### config.mk
export PLATFORM = sky130hd
export DESIGN_NAME = prb_congestion_monitor
export DESIGN_NICKNAME = d
export VERILOG_FILES = /design/src/design/pcm_pkg.sv /design/src/design/prb_congestion_monitor.sv
export SDC_FILE = /design/constraint.sdc
export NUM_CORES = 1
export LEC_CHECK = 0
export BUFFER_PORTS_ARGS = -buffer_cell sky130_fd_sc_hd__buf_2
export CELL_PAD_IN_SITES_DETAIL_PLACEMENT = 1
export CELL_PAD_IN_SITES_GLOBAL_PLACEMENT = 1
export CORE_ASPECT_RATIO = 1.25
export CORE_MARGIN = 10
export CORE_UTILIZATION = 52
export DETAILED_ROUTE_END_ITERATION = 8
export PLACE_DENSITY = 0.95
export SYNTH_ARGS = -nofsm -noshare
export SYNTH_HDL_FRONTEND = slang
export SYNTH_SLANG_ARGS = --single-unit
### constraint.sdc
create_clock -name clk -period 18.6 [get_ports clk]
set_clock_uncertainty 0.05 [all_clocks]
set_input_delay 3.72 -clock clk [delete_from_list [all_inputs] [get_ports clk]]
set_output_delay 3.72 -clock clk [all_outputs]
set_load 0.01 [all_outputs]
### src/design/pcm_pkg.sv
package pcm_pkg;

  // default widths for the usage fields and the wait counter
  localparam int USAGE_WIDTH_DEF = 8;
  localparam int WAIT_WIDTH_DEF  = 16;

  // fixed register widths
  localparam int LIMIT_W    = 8;
  localparam int CODE_W     = 3;
  localparam int PCT_W      = 7;
  localparam int INTERVAL_W = 16;
  localparam int CFG_DATA_W = 16;
  localparam int CFG_IDX_W  = 3;

  // configuration register indexes
  typedef enum logic [CFG_IDX_W-1:0] {
    REG_GBR_PRB_LIMIT   = 3'd0,
    REG_BANDWIDTH_CODE  = 3'd1,
    REG_HIGH_MARGIN_PCT = 3'd2,
    REG_LOW_MARGIN_PCT  = 3'd3,
    REG_FULL_LIMIT      = 3'd4,
    REG_PREEMPT_WAIT    = 3'd5
  } cfg_idx_t;

  // cell bandwidth codes
  typedef enum logic [CODE_W-1:0] {
    BW_6_PRB   = 3'd0,
    BW_15_PRB  = 3'd1,
    BW_25_PRB  = 3'd2,
    BW_50_PRB  = 3'd3,
    BW_75_PRB  = 3'd4,
    BW_100_PRB = 3'd5
  } bw_code_t;

  // register reset values
  localparam logic [LIMIT_W-1:0]    GBR_PRB_LIMIT_RST = 8'd0;
  localparam logic [CODE_W-1:0]     BANDWIDTH_RST     = 3'd5;
  localparam logic [PCT_W-1:0]      HIGH_MARGIN_RST   = 7'd10;
  localparam logic [PCT_W-1:0]      LOW_MARGIN_RST    = 7'd5;
  localparam logic [LIMIT_W-1:0]    FULL_LIMIT_RST    = 8'd100;
  localparam logic [INTERVAL_W-1:0] PREEMPT_WAIT_RST  = 16'd5;

  // floor(cell_prbs * pct / 100) by shifts and small reciprocal multiplies
  //   6 prb  : floor(floor(3*pct/2) / 25), /25 as *41 >> 10
  //   15 prb : floor(floor(3*pct/4) / 5),  /5  as *205 >> 10
  //   undefined codes behave as 100 prbs
  function automatic logic [PCT_W-1:0] prb_margin(input logic [CODE_W-1:0] code,
                                                  input logic [PCT_W-1:0] pct);
    logic [8:0]  triple;
    logic [15:0] prod;
    logic [PCT_W-1:0] res;
    triple = {2'b00, pct} + {1'b0, pct, 1'b0};
    prod   = 16'd0;
    unique case (code)
      BW_6_PRB: begin
        prod = 16'(triple[8:1]) * 16'd41;
        res  = {1'b0, prod[15:10]};
      end
      BW_15_PRB: begin
        prod = 16'(triple[8:2]) * 16'd205;
        res  = {1'b0, prod[15:10]};
      end
      BW_25_PRB:  res = {2'b00, pct[PCT_W-1:2]};
      BW_50_PRB:  res = {1'b0, pct[PCT_W-1:1]};
      BW_75_PRB:  res = triple[8:2];
      default:    res = pct;
    endcase
    return res;
  endfunction

endpackage

### src/design/prb_congestion_monitor.sv
// GBR PRB congestion monitor
// Input channel: one transaction per check tick carrying the instantaneous
// and windowed DL/UL GBR PRB usage (in_valid / in_stall).
// Output channel: one transaction per input transaction with the congested
// flag after the tick and a preempt request (out_valid / out_stall).
// Config port: cfg_we, cfg_index and cfg_wdata write one register per cycle;
// write only while no tick is in flight.
// Path from input accept to out_valid: an input register, then the threshold
// compare and state update feeding the output register.
// Throughput: 1 transaction per cycle while out_stall is low; the congestion
// state is updated in the same cycle as the compare: no bubble between ticks.
// Stall: while the output register holds an untaken result and out_stall is
// high, a tick in the input register holds there and in_stall is high.
// Reset (rst_n low, synchronous): pipeline emptied, not congested, previous
// usages and wait counter cleared, registers back to their defaults.
module prb_congestion_monitor #(
  parameter int USAGE_WIDTH = pcm_pkg::USAGE_WIDTH_DEF,
  parameter int WAIT_WIDTH  = pcm_pkg::WAIT_WIDTH_DEF
) (
  input  logic                            clk,
  input  logic                            rst_n,
  // config write port
  input  logic                            cfg_we,
  input  logic [pcm_pkg::CFG_IDX_W-1:0]   cfg_index,
  input  logic [pcm_pkg::CFG_DATA_W-1:0]  cfg_wdata,
  // input channel
  input  logic                            in_valid,
  output logic                            in_stall,
  input  logic [USAGE_WIDTH-1:0]          in_now_dl_usage,
  input  logic [USAGE_WIDTH-1:0]          in_now_ul_usage,
  input  logic [USAGE_WIDTH-1:0]          in_window_dl_usage,
  input  logic [USAGE_WIDTH-1:0]          in_window_ul_usage,
  // output channel
  output logic                            out_valid,
  input  logic                            out_stall,
  output logic                            out_congested,
  output logic                            out_preempt_bearer
);

  localparam int CMP_W = (USAGE_WIDTH > pcm_pkg::LIMIT_W) ? USAGE_WIDTH : pcm_pkg::LIMIT_W;
  localparam int CNT_CMP_W = (WAIT_WIDTH > pcm_pkg::INTERVAL_W) ? WAIT_WIDTH
                                                                  : pcm_pkg::INTERVAL_W;

  // config registers
  logic [pcm_pkg::LIMIT_W-1:0]    gbr_prb_limit_r;
  logic [pcm_pkg::CODE_W-1:0]     bandwidth_code_r;
  logic [pcm_pkg::PCT_W-1:0]      high_margin_pct_r;
  logic [pcm_pkg::PCT_W-1:0]      low_margin_pct_r;
  logic [pcm_pkg::LIMIT_W-1:0]    full_limit_r;
  logic [pcm_pkg::INTERVAL_W-1:0] preempt_wait_r;

  // input register
  logic                   s1_valid_r;
  logic [USAGE_WIDTH-1:0] s1_now_dl_r;
  logic [USAGE_WIDTH-1:0] s1_now_ul_r;
  logic [USAGE_WIDTH-1:0] s1_win_dl_r;
  logic [USAGE_WIDTH-1:0] s1_win_ul_r;

  // monitor state
  logic                   congested_r, congested_nxt;
  logic [USAGE_WIDTH-1:0] prev_dl_r, prev_dl_nxt;
  logic [USAGE_WIDTH-1:0] prev_ul_r, prev_ul_nxt;
  logic [WAIT_WIDTH-1:0]  wait_cnt_r, wait_cnt_nxt;

  // output register
  logic out_valid_r;
  logic out_congested_r;
  logic out_preempt_r;

  logic advance;
  logic in_accept;
  logic preempt_nxt;

  logic [pcm_pkg::PCT_W-1:0]   hi_margin;
  logic [pcm_pkg::PCT_W-1:0]   lo_margin;
  logic [pcm_pkg::LIMIT_W:0]   hi_sum;
  logic [pcm_pkg::LIMIT_W-1:0] hi_thr;
  logic [pcm_pkg::LIMIT_W-1:0] lo_diff;
  logic [pcm_pkg::LIMIT_W-1:0] lo_thr;
  logic [CMP_W-1:0]            hi_cmp, lo_cmp;
  logic [CMP_W-1:0]            now_dl_cmp, now_ul_cmp;
  logic [WAIT_WIDTH-1:0]       wait_inc;
  logic [CNT_CMP_W-1:0]        wait_inc_cmp, interval_cmp;

  // handshake
  assign advance   = s1_valid_r && (!out_valid_r || !out_stall);
  assign in_stall  = s1_valid_r && !advance;
  assign in_accept = in_valid && !in_stall;

  // config writes
  always_ff @(posedge clk) begin
    if (!rst_n) begin
      gbr_prb_limit_r   <= pcm_pkg::GBR_PRB_LIMIT_RST;
      bandwidth_code_r  <= pcm_pkg::BANDWIDTH_RST;
      high_margin_pct_r <= pcm_pkg::HIGH_MARGIN_RST;
      low_margin_pct_r  <= pcm_pkg::LOW_MARGIN_RST;
      full_limit_r      <= pcm_pkg::FULL_LIMIT_RST;
      preempt_wait_r    <= pcm_pkg::PREEMPT_WAIT_RST;
    end else if (cfg_we) begin
      unique case (cfg_index)
        pcm_pkg::REG_GBR_PRB_LIMIT:   gbr_prb_limit_r   <= cfg_wdata[pcm_pkg::LIMIT_W-1:0];
        pcm_pkg::REG_BANDWIDTH_CODE:  bandwidth_code_r  <= cfg_wdata[pcm_pkg::CODE_W-1:0];
        pcm_pkg::REG_HIGH_MARGIN_PCT: high_margin_pct_r <= cfg_wdata[pcm_pkg::PCT_W-1:0];
        pcm_pkg::REG_LOW_MARGIN_PCT:  low_margin_pct_r  <= cfg_wdata[pcm_pkg::PCT_W-1:0];
        pcm_pkg::REG_FULL_LIMIT:      full_limit_r      <= cfg_wdata[pcm_pkg::LIMIT_W-1:0];
        pcm_pkg::REG_PREEMPT_WAIT:    preempt_wait_r    <= cfg_wdata[pcm_pkg::INTERVAL_W-1:0];
        default: ;
      endcase
    end
  end

  // input register valid
  always_ff @(posedge clk) begin
    if (!rst_n) begin
      s1_valid_r <= 1'b0;
    end else if (in_accept) begin
      s1_valid_r <= 1'b1;
    end else if (advance) begin
      s1_valid_r <= 1'b0;
    end
  end

  // input register payload
  always_ff @(posedge clk) begin
    if (in_accept) begin
      s1_now_dl_r <= in_now_dl_usage;
      s1_now_ul_r <= in_now_ul_usage;
      s1_win_dl_r <= in_window_dl_usage;
      s1_win_ul_r <= in_window_ul_usage;
    end
  end

  // thresholds from the current register values
  always_comb begin
    hi_margin = pcm_pkg::prb_margin(bandwidth_code_r, high_margin_pct_r);
    lo_margin = pcm_pkg::prb_margin(bandwidth_code_r, low_margin_pct_r);
    hi_sum    = {1'b0, gbr_prb_limit_r} + (pcm_pkg::LIMIT_W+1)'(hi_margin);
    hi_thr    = (hi_sum > {1'b0, full_limit_r}) ? full_limit_r
                                                : hi_sum[pcm_pkg::LIMIT_W-1:0];
    lo_diff   = gbr_prb_limit_r - pcm_pkg::LIMIT_W'(lo_margin);
    if (pcm_pkg::LIMIT_W'(lo_margin) > gbr_prb_limit_r || lo_diff > full_limit_r) begin
      lo_thr = '0;
    end else begin
      lo_thr = lo_diff;
    end
    hi_cmp     = CMP_W'(hi_thr);
    lo_cmp     = CMP_W'(lo_thr);
    now_dl_cmp = CMP_W'(s1_now_dl_r);
    now_ul_cmp = CMP_W'(s1_now_ul_r);
  end

  // congestion state update
  always_comb begin
    congested_nxt = congested_r;
    prev_dl_nxt   = prev_dl_r;
    prev_ul_nxt   = prev_ul_r;
    wait_cnt_nxt  = wait_cnt_r;
    preempt_nxt   = 1'b0;
    wait_inc      = wait_cnt_r + WAIT_WIDTH'(1);
    wait_inc_cmp  = CNT_CMP_W'(wait_inc);
    interval_cmp  = CNT_CMP_W'(preempt_wait_r);
    if (!congested_r) begin
      // entering congestion
      if (now_dl_cmp >= hi_cmp || now_ul_cmp >= hi_cmp) begin
        congested_nxt = 1'b1;
        prev_dl_nxt   = s1_win_dl_r;
        prev_ul_nxt   = s1_win_ul_r;
        preempt_nxt   = 1'b1;
      end
    end else begin
      if (s1_win_dl_r < prev_dl_r || s1_win_ul_r < prev_ul_r) begin
        // usage dropping: restart pacing, maybe leave congestion
        wait_cnt_nxt = '0;
        if (now_dl_cmp <= lo_cmp && now_ul_cmp <= lo_cmp) begin
          congested_nxt = 1'b0;
        end
      end else if (wait_inc_cmp >= interval_cmp) begin
        // pacing interval reached
        wait_cnt_nxt = '0;
        preempt_nxt  = 1'b1;
      end else begin
        wait_cnt_nxt = wait_inc;
      end
      prev_dl_nxt = s1_win_dl_r;
      prev_ul_nxt = s1_win_ul_r;
    end
  end

  // state registers
  always_ff @(posedge clk) begin
    if (!rst_n) begin
      congested_r <= 1'b0;
      prev_dl_r   <= '0;
      prev_ul_r   <= '0;
      wait_cnt_r  <= '0;
    end else if (advance) begin
      congested_r <= congested_nxt;
      prev_dl_r   <= prev_dl_nxt;
      prev_ul_r   <= prev_ul_nxt;
      wait_cnt_r  <= wait_cnt_nxt;
    end
  end

  // output register valid
  always_ff @(posedge clk) begin
    if (!rst_n) begin
      out_valid_r <= 1'b0;
    end else if (advance) begin
      out_valid_r <= 1'b1;
    end else if (!out_stall) begin
      out_valid_r <= 1'b0;
    end
  end

  // output register payload
  always_ff @(posedge clk) begin
    if (advance) begin
      out_congested_r <= congested_nxt;
      out_preempt_r   <= preempt_nxt;
    end
  end

  assign out_valid          = out_valid_r;
  assign out_congested      = out_congested_r;
  assign out_preempt_bearer = out_preempt_r;

`ifndef NO_ASSERTIONS
  // a preempt request only comes with the congested flag set
  a_preempt_congested: assert property (@(posedge clk) disable iff (!rst_n)
    out_valid_r && out_preempt_r |-> out_congested_r)
    else $error("preempt reported while not congested");

  // entering congestion always issues a preempt transaction
  a_enter_preempt: assert property (@(posedge clk) disable iff (!rst_n)
    $rose(congested_r) |-> out_valid_r && out_preempt_r && out_congested_r)
    else $error("congestion entered without preempt");

  // the monitor state only changes when a tick is processed
  a_state_on_tick: assert property (@(posedge clk) disable iff (!rst_n)
    !advance |=> $stable(congested_r) && $stable(wait_cnt_r))
    else $error("monitor state changed without a tick");
`endif

endmodule

==> flow_summary.json, run 1 <==
{
  "critical_path_arrival_ns": 12.04,
  "cts_root_buffer": "clkbuf_16",
  "postCtsHoldBufs": 0,
  "antenna_found_initial": 1,
  "synth_seq_area_share_pct": 25.3,
  "final_cell_mix": "ha_1 (217), nand2_1 (181), inv_1 (124)",
  "r2r_end": "prev_dl_r[5]",
  "synth_compound_area_share_pct": 18.3,
  "clkLatencyLatePin_ns": 0.44,
  "fin_crit_sh_pct": 63.2,
  "synthAdderAreaFrac_pct": 30.0,
  "slew_viol_final": 0,
  "slew_headroom_pct": 12.0,
  "h-tree-depth": 4,
  "hold_path.class": "reg -> reg",
  "peakVddDrop_uv": 105,
  "powerDensity_mw_per_mm2": 71.4,
  "cell_internal_pwr_uw": 574,
  "first_pass_iters": 7,
  "reg2reg_slack_ns": 6.84,
  "cts_sinks": 118,
  "p_sw_share_pct": 31.8,
  "criticalPathCategory": "reg -> reg",
  "cp-startpoint": "high_margin_pct_r[1]",
  "r2r_start": "high_margin_pct_r[1]",
  "cts_buffers": 17,
  "async_flop_share_pct": 0,
  "p_seq_share_pct": 33.8,
  "dieHeight_um": 180,
  "crit_fanout": 16,
  "syn_to_final_growth_pct": 10.7,
  "routabilityCongestion": 0.883,
  "hold_viol_final": 0,
  "wl_mm": 33.2,
  "max_stage_delay_ns": 0.80,
  "synth_edf_count": 34,
  "tightest_slew_ns": 1.31,
  "crit_top_cell": "a21oi_1",
  "hold_depth": 2,
  "setup_violations": 0,
  "fmax_ghz": 0.0850,
  "worstPathRequired_ns": 18.88,
  "post-route-min-period_ns": 11.76,
  "rr_worst_depth": 46,
  "synth-xor-area-share_pct": 4.35,
  "syn-num-nets": 1513,
  "p_leak_uw": 0.00576,
  "coreArea_mm2": 0.0202,
  "rsz0062_at_grt": "false",
  "drc_errors": 0,
  "ios": 60,
  "clockBufferDepth": 2,
  "path_clk_slew_ns": 0.06,
  "wl_per_cell_um": 21.4,
  "endpoint_kind": "register",
  "cp-start-kind": "register",
  "dieWidth_um": 148,
  "nNetsFinal": 1564,
  "ys.warnings.count": 0,
  "netlist_area_mm2": 0.0107,
  "timing.max_cap.violations": 0,
  "avgViaCountPerCell": 6.11,
  "synth.avg_cell_area_um2": 8.77,
  "synthCells": 1216,
  "synth_simple_gate_area_share_pct": 14.3,
  "drive_gt1_share_pct": 8.98,
  "multi_input_area_mm2": 0.00735,
  "cts_resized": 0,
  "layout_commonest_cell": "ha_1",
  "tns_ns": 0,
  "fill_cells": 2419,
  "pwr-share-clk_pct": 40.9,
  "io_buffers": 59,
  "p_sw_uw": 268,
  "overflow": 0,
  "antenna_left": 0,
  "combPwrFrac_pct": 25.3,
  "hpwl_mm": 23.8,
  "drtIter0Drc": 620,
  "synth_mux_area_share_pct": 1.99,
  "crit_slowest_cell": "a22o_1",
  "grt_pass1_wl_mm": 54.2,
  "cts_setup_buffers": 0,
  "grt_pass1_vias": 10746,
  "ys_seq_elements": 118,
  "num_vias": 9471,
  "grt_max_degree": 88,
  "min_from": "prev_ul_r[4]",
  "ys_types": 65,
  "dieArea_mm2": 0.0267,
  "yosys_most_used_dff": "dfxtp_1",
  "status": "completed",
  "power_uw": 843,
  "row_count": 58,
  "synth_top_family_by_area": "adder cells",
  "grtUsageTotal_pct": 24.9,
  "start_util_pct": 52.9,
  "min_to": "prev_ul_r[4]",
  "regArea_mm2": 0.00270,
  "cts_tree": "done"
}
[critical path: cells and delay by family (launching register included)]
kind | cells | cell delay, ns
buffers and inverters | 4 | 0.22
xor gates and xnor gates | 3 | 0.76
adders and majority gates | 9 | 3.11
and+or+nand+nor | 7 | 1.13
DFF | 1 | 0.37
AOI/OAI and AO/OA | 22 | 5.63
muxes | 1 | 0.36
[registers in the layout, summed over array words and instances, names as in the netlist, 8 cells and up]
signal / flops
s1_win_ul_r: 8
prev_dl_r: 8
full_limit_r: 8
now_dl_cmp: 8
prev_ul_r: 8
interval_cmp: 16
now_ul_cmp: 8
gbr_prb_limit_r: 8
s1_win_dl_r: 8
wait_cnt_r: 16
[cell families after synthesis]
logic type | count (synthesis)
compound gates | 288
buf+inv | 157
xor+xnor | 53
simple gates | 338
fa+ha+maj | 241
mux | 21
flops | 118
[layout make-up]
type,count,area share [%]
clock inverter,14,1.48
inverter,124,3.94
multi-input combinational,941,62.3
clock buffer,18,3.63
timing repair buffer,65,2.88
antenna,1,0.0212
sequential,118,22.9
tap,270,2.86
[per-layer routing]
metal	GRT usage (%)	part of all wire, %
met2	46.8	54
met5	0	0
met4	15.2	5.4
met3	4.62	4.0
met1	24.4	37
[synth_stat cells (all sizes together) (3+ instances only)]
| library cell | number | share of area, % |
|---|---|---|
| o21ai | 31 | 1.5 |
| or3 | 3 | 0.19 |
| clkbuf | 28 | 0.99 |
| xnor2 | 26 | 2.1 |
| nand4 | 8 | 0.47 |
| buf | 5 | 0.41 |
| or2 | 7 | 0.41 |
| edfxtp | 34 | 9.6 |
| a21o | 25 | 1.8 |
| dfxtp | 84 | 16 |
| nor2 | 45 | 1.6 |
| a22oi | 6 | 0.42 |
| nor3b | 3 | 0.21 |
| and3 | 10 | 0.59 |
| o211a | 3 | 0.28 |
| fa | 24 | 4.5 |
| and2 | 3 | 0.18 |
| o21a | 10 | 0.70 |
| nand2 | 181 | 6.4 |
| xor2 | 27 | 2.2 |
| nand3 | 27 | 1.3 |
| o211ai | 9 | 0.63 |
| nor3 | 11 | 0.52 |
| a31oi | 7 | 0.41 |
| o21bai | 13 | 0.92 |
| ha | 217 | 25 |
| a21boi | 45 | 3.2 |
| nand2b | 22 | 1.3 |
| nor2b | 13 | 0.83 |
| o31a | 3 | 0.26 |
| inv | 124 | 4.4 |
| a2111o | 4 | 0.42 |
| a21oi | 81 | 3.9 |
| a22o | 13 | 1.1 |
| o22ai | 12 | 0.70 |
| a211oi | 8 | 0.61 |
| mux2i | 19 | 1.8 |
[per-stage QoR]
stage	instances	setup WS (ns)	instance area [um^2]	hold WS, ns	utilization [%]
floorplan	1216	8.89	10700	0.385	-
detailed placement	1518	7.43	11200	0.409	55.5
finish	1551	6.84	11800	0.421	58.5
CTS	1550	7.00	11800	0.417	58.5
global placement	1518	8.07	11200	0.391	55.5
global route	1551	6.04	11800	0.432	58.5
[how the worst max path moves through the flow]
stage | end | cells past startpoint | slack, ns
after floorplan | prev_dl_r[0] | 50 | 8.89
after global placement | prev_dl_r[3] | 46 | 8.07
after detailed placement | prev_dl_r[5] | 45 | 7.43
after CTS | prev_dl_r[5] | 46 | 7.00
after global routing | prev_dl_r[5] | 46 | 6.04
final | prev_dl_r[5] | 46 | 6.84
[power groups by stage]
stage	combinational, uW	sequential (uW)	clock (uW)
detailed placement	206	289	0
floorplan	147	285	0
finish	213	285	345
global placement	188	288	0
global route	243	285	357
CTS	213	284	346
No activity file was read; power rests on OpenSTA's default activity.
==> run 2: changes to the inputs <==
--- a/config.mk
+++ b/config.mk
@@ -10,9 +10,9 @@
 export CELL_PAD_IN_SITES_GLOBAL_PLACEMENT = 1
 export CORE_ASPECT_RATIO = 1.25
 export CORE_MARGIN = 10
-export CORE_UTILIZATION = 52
+export CORE_UTILIZATION = 44
 export DETAILED_ROUTE_END_ITERATION = 8
-export PLACE_DENSITY = 0.95
+export PLACE_DENSITY = 0.87
 export SYNTH_ARGS = -nofsm -noshare
 export SYNTH_HDL_FRONTEND = slang
 export SYNTH_SLANG_ARGS = --single-unit
==> constraint.sdc (replaced) <==
create_clock -name clk -period 10.3 [get_ports clk]
set_clock_uncertainty 0.05 [all_clocks]
set_input_delay 2.06 -clock clk [delete_from_list [all_inputs] [get_ports clk]]
set_output_delay 2.06 -clock clk [all_outputs]
set_load 0.01 [all_outputs]
==> flow_summary.json, run 2 (same netlist as run 1, synthesis figures left out) <==
{
  "hold_viol_final": 0,
  "hold_path.class": "reg -> reg",
  "timing.max_cap.violations": 0,
  "clockBufferDepth": 2,
  "num_vias": 9473,
  "cts_tree": "done",
  "post-route-min-period_ns": 10.28,
  "drtIter0Drc": 450,
  "drc_errors": 0,
  "h-tree-depth": 4,
  "status": "completed",
  "coreArea_mm2": 0.0238,
  "start_util_pct": 44.8,
  "p_leak_uw": 0.00597,
  "clkLatencyLatePin_ns": 0.43,
  "hpwl_mm": 23.2,
  "ios": 60,
  "cts_buffers": 17,
  "wl_mm": 33.5,
  "fmax_ghz": 0.0973,
  "slew_viol_final": 0,
  "crit_top_cell": "a21oi_2",
  "final_cells": 1632,
  "placedInstanceArea_mm2": 0.0113,
  "layout_commonest_cell": "ha_1",
  "cp-start-kind": "register",
  "row_count": 63,
  "avgViaCountPerCell": 5.80,
  "dieWidth_um": 159,
  "diodes": 0,
  "criticalPathCategory": "reg -> reg",
  "setup_violations": 0,
  "crit_slowest_cell": "fa_1",
  "first_pass_iters": 5,
  "max_stage_delay_ns": 0.54,
  "tightest_slew_ns": 1.21,
  "antenna_left": 0,
  "final_cell_mix": "ha_1 (213), nand2_1 (180), inv_1 (123)",
  "hold_depth": 2,
  "postCtsHoldBufs": 0,
  "crit_fanout": 8,
  "grt_pass1_wl_mm": 51.3,
  "grt_max_degree": 88,
  "rsz0062_at_grt": "true",
  "cts_root_buffer": "clkbuf_16",
  "io_buffers": 59,
  "powerDensity_mw_per_mm2": 125,
  "overflow": 0,
  "slew_headroom_pct": 18.7,
  "cp_num_buf_inv": 6,
  "grtUsageTotal_pct": 19.9,
  "routabilityCongestion": 0.851,
  "worstPathRequired_ns": 10.56,
  "critical_path_arrival_ns": 10.54,
  "nNetsFinal": 1591,
  "syn_to_final_growth_pct": 16.6,
  "peakVddDrop_uv": 141,
  "power_uw": 1560,
  "antenna_found_initial": 0,
  "final_area_mm2": 0.0124,
  "dp_cells": 1583,
  "path_clk_slew_ns": 0.06,
  "rr_worst_depth": 49,
  "endpoint_kind": "register",
  "grt_pass1_vias": 10374,
  "dieArea_mm2": 0.0309,
  "wl_per_cell_um": 20.5,
  "cts_sinks": 118,
  "fin_crit_sh_pct": 99.8,
  "cp.depth": 49,
  "critPathTopFamily": "compound AO/OA/AOI/OAI gates",
  "dieHeight_um": 194,
  "drive_gt1_share_pct": 15.8
}
## run 2: changes by cell type in the layout (fill, tap and decap cells not counted), sizes merged
cell / change
buf: +26
bufinv: -1
clkbuf: +1
clkinv: -2
clkinvlp: -1
diode: -1
inv: +4
## run 2: layout make-up
cell class	count	area, um^2
fill	2760	11400
tap	325	407
timing repair buffer	92	581
clock buffer	18	450
multi-input combinational	941	7670
clock inverter	14	160
sequential	118	2710
inverter	124	465
## run 2: power by group
part	switching [uW]	total, uW	leakage [uW]	internal (uW)
logic	239	416	0.00466	177
registers	16.4	513	0.00101	497
clock network	250	627	0.000300	377
## run 2: what timing repair did
action	in CTS	in global routing
setup endpoints to repair	19	19
pin swaps	4	31
setup buffers	1	15
gates cloned	0	1
resized for setup	16	74
## run 2: worst paths after layout
path | slack, ns | to | from
worst max-delay path | 0.02 | prev_dl_r[6] | high_margin_pct_r[1]
worst min-delay path | 0.42 | prev_dl_r[3] | prev_dl_r[3]
worst max register to register | 0.02 | prev_dl_r[6] | high_margin_pct_r[1]
worst min register to register | 0.42 | prev_dl_r[3] | prev_dl_r[3]
## run 2: per-stage QoR
| step | utilization (%) | setup WS [ns] | TNS, ns | hold slack [ns] |
|---|---|---|---|---|
| floorplan | - | 0.590 | 0 | 0.385 |
| global placement | 47.6 | 0.367 | 0 | 0.392 |
| detailed placement | 47.6 | -0.140 | -1.31 | 0.407 |
| CTS | 50.5 | 0.0106 | 0 | 0.418 |
| global route | 52.3 | -0.329 | -5.54 | 0.425 |
| finish | 52.3 | 0.0203 | 0 | 0.416 |
## run 2: worst min-delay path, delay by kind of cell (launching register included)
family | cells | cell delay [ns]
flops | 1 | 0.31
mux | 1 | 0.05
simple gates | 1 | 0.05
## run 2: metal layers
metal  part of all wire (%)  vias up  GRT usage [%]
met5                      0        -              0
li1                       -     4426              -
met2                     55      273           39.5
met1                     38     4657           20.5
met4                    4.2        0           6.89
met3                    3.3      117           2.74
==> run 3: changes to the inputs <==
--- a/config.mk
+++ b/config.mk
@@ -9,7 +9,7 @@
 export CELL_PAD_IN_SITES_DETAIL_PLACEMENT = 1
 export CELL_PAD_IN_SITES_GLOBAL_PLACEMENT = 1
 export CORE_ASPECT_RATIO = 1.25
-export CORE_MARGIN = 10
+export CORE_MARGIN = 5
 export CORE_UTILIZATION = 44
 export DETAILED_ROUTE_END_ITERATION = 8
 export PLACE_DENSITY = 0.87
==> flow_summary.json, run 3 (same netlist as run 1, synthesis figures left out) <==
{
  "routabilityCongestion": 0.862,
  "final_cell_mix": "ha_1 (213), nand2_1 (181), inv_1 (124)",
  "peakVddDrop_uv": 114,
  "row_count": 63,
  "worstPathRequired_ns": 10.59,
  "cts_sinks": 118,
  "wl_mm": 33.2,
  "clkLatencyLatePin_ns": 0.43,
  "powerDensity_mw_per_mm2": 125,
  "status": "completed",
  "grt_max_degree": 88,
  "dp_cells": 1585,
  "hold_path.class": "reg -> reg",
  "timing.max_cap.violations": 0,
  "first_pass_iters": 5,
  "drc_errors": 0,
  "cts_tree": "done",
  "antenna_found_initial": 2,
  "dieArea_mm2": 0.0275,
  "antenna_left": 0,
  "grt_pass1_vias": 10104,
  "fin_crit_sh_pct": 99.7,
  "layout_commonest_cell": "ha_1",
  "hpwl_mm": 22.8,
  "fill_cells": 2803,
  "final_cells": 1638,
  "clockBufferDepth": 2,
  "hold_slack_ns": 0.414,
  "max_stage_delay_ns": 0.56,
  "h-tree-depth": 4,
  "critical_path_arrival_ns": 10.56,
  "tightest_slew_ns": 1.31,
  "slew_headroom_pct": 12.2,
  "io_buffers": 59,
  "coreArea_mm2": 0.0238,
  "post-route-min-period_ns": 10.27,
  "grtUsageTotal_pct": 22.3,
  "path_clk_slew_ns": 0.06,
  "endpoint_kind": "register",
  "avgViaCountPerCell": 5.74,
  "syn_to_final_growth_pct": 16.5,
  "dieHeight_um": 184,
  "crit_fanout": 8,
  "slew_viol_final": 0,
  "p_leak_uw": 0.00598,
  "cts_buffers": 17,
  "drtIter0Drc": 387,
  "wl_per_cell_um": 20.3,
  "criticalPathCategory": "reg -> reg",
  "hold_viol_final": 0,
  "start_util_pct": 44.8,
  "crit_top_cell": "a21oi_2",
  "setup_violations": 0,
  "num_vias": 9400,
  "fmax_ghz": 0.0974,
  "final_core_util_pct": 52.2,
  "nNetsFinal": 1595,
  "crit_slowest_cell": "fa_1",
  "cp-start-kind": "register",
  "overflow": 0,
  "drive_gt1_share_pct": 15.4,
  "dieWidth_um": 149,
  "cts_root_buffer": "clkbuf_16",
  "ios": 60,
  "postCtsHoldBufs": 0,
  "grt_pass1_wl_mm": 49.7
}
run 3: through the flow:
step / power, uW / instance area, um^2 / setup TNS (ns) / setup WS, ns
final: 1560 / 12400 / 0 / 0.0308
after global routing: 1630 / 12400 / -4.91 / -0.367
after CTS: 1520 / 12000 / 0 / 0.00197
after detailed placement: 896 / 11400 / -2.60 / -0.195
after global placement: 866 / 11400 / 0 / 0.358
after floorplan: 781 / 10700 / 0 / 0.590
run 3: cell type report:
| class | instances | area [um^2] | share of cell area (%) |
|---|---|---|---|
| Antenna cell | 2 | 5.00 | 0.0403 |
| Multi-Input combinational cell | 941 | 7640 | 61.4 |
| Tap cell | 325 | 407 | 3.27 |
| Timing Repair Buffer | 96 | 607 | 4.88 |
| Inverter | 124 | 465 | 3.75 |
| Sequential cell | 118 | 2710 | 21.8 |
| Clock inverter | 12 | 135 | 1.09 |
| Clock buffer | 20 | 468 | 3.77 |
run 3: path summary, 6_finish.rpt:
| path | from | slack, ns | endpoint | cells after the start |
|---|---|---|---|---|
| setup / recovery | high_margin_pct_r[1] | 0.03 | prev_dl_r[4] | 46 |
| hold / removal | prev_dl_r[3] | 0.41 | prev_dl_r[3] | 2 |
| setup reg to reg | high_margin_pct_r[1] | 0.03 | prev_dl_r[4] | 46 |
| hold reg to reg | prev_dl_r[3] | 0.41 | prev_dl_r[3] | 2 |
run 3: worst max-delay path: cells and delay by family, from the launching register on:
kind,cells,cell delay [ns]
and+or+nand+nor,7,1.24
DFF,1,0.35
buffers and inverters,6,0.56
muxes,1,0.26
adders and majority gates,9,3.09
AOI/OAI and AO/OA,20,4.06
xor gates and xnor gates,3,0.53
run 3: what timing repair did:
action	CTS	global route
gates cloned	0	1
gates resized for setup	14	64
pin swaps	2	22
buffers inserted	2	16
endpoints found under the setup margin	19	19
run 3: power breakdown:
| group | internal (uW) | switching (uW) | leakage (uW) |
|---|---|---|---|
| registers | 497 | 16.2 | 0.00101 |
| clock network | 380 | 247 | 0.000298 |
| logic | 177 | 240 | 0.00467 |
run 3: per-layer routing:
layer	up-vias	global-route usage, %	routed length, um
met5	-	0	0
li1	4431	-	-
met2	238	44.9	18400
met1	4620	23.6	12500
met4	0	6.81	1380
met3	111	3.23	944
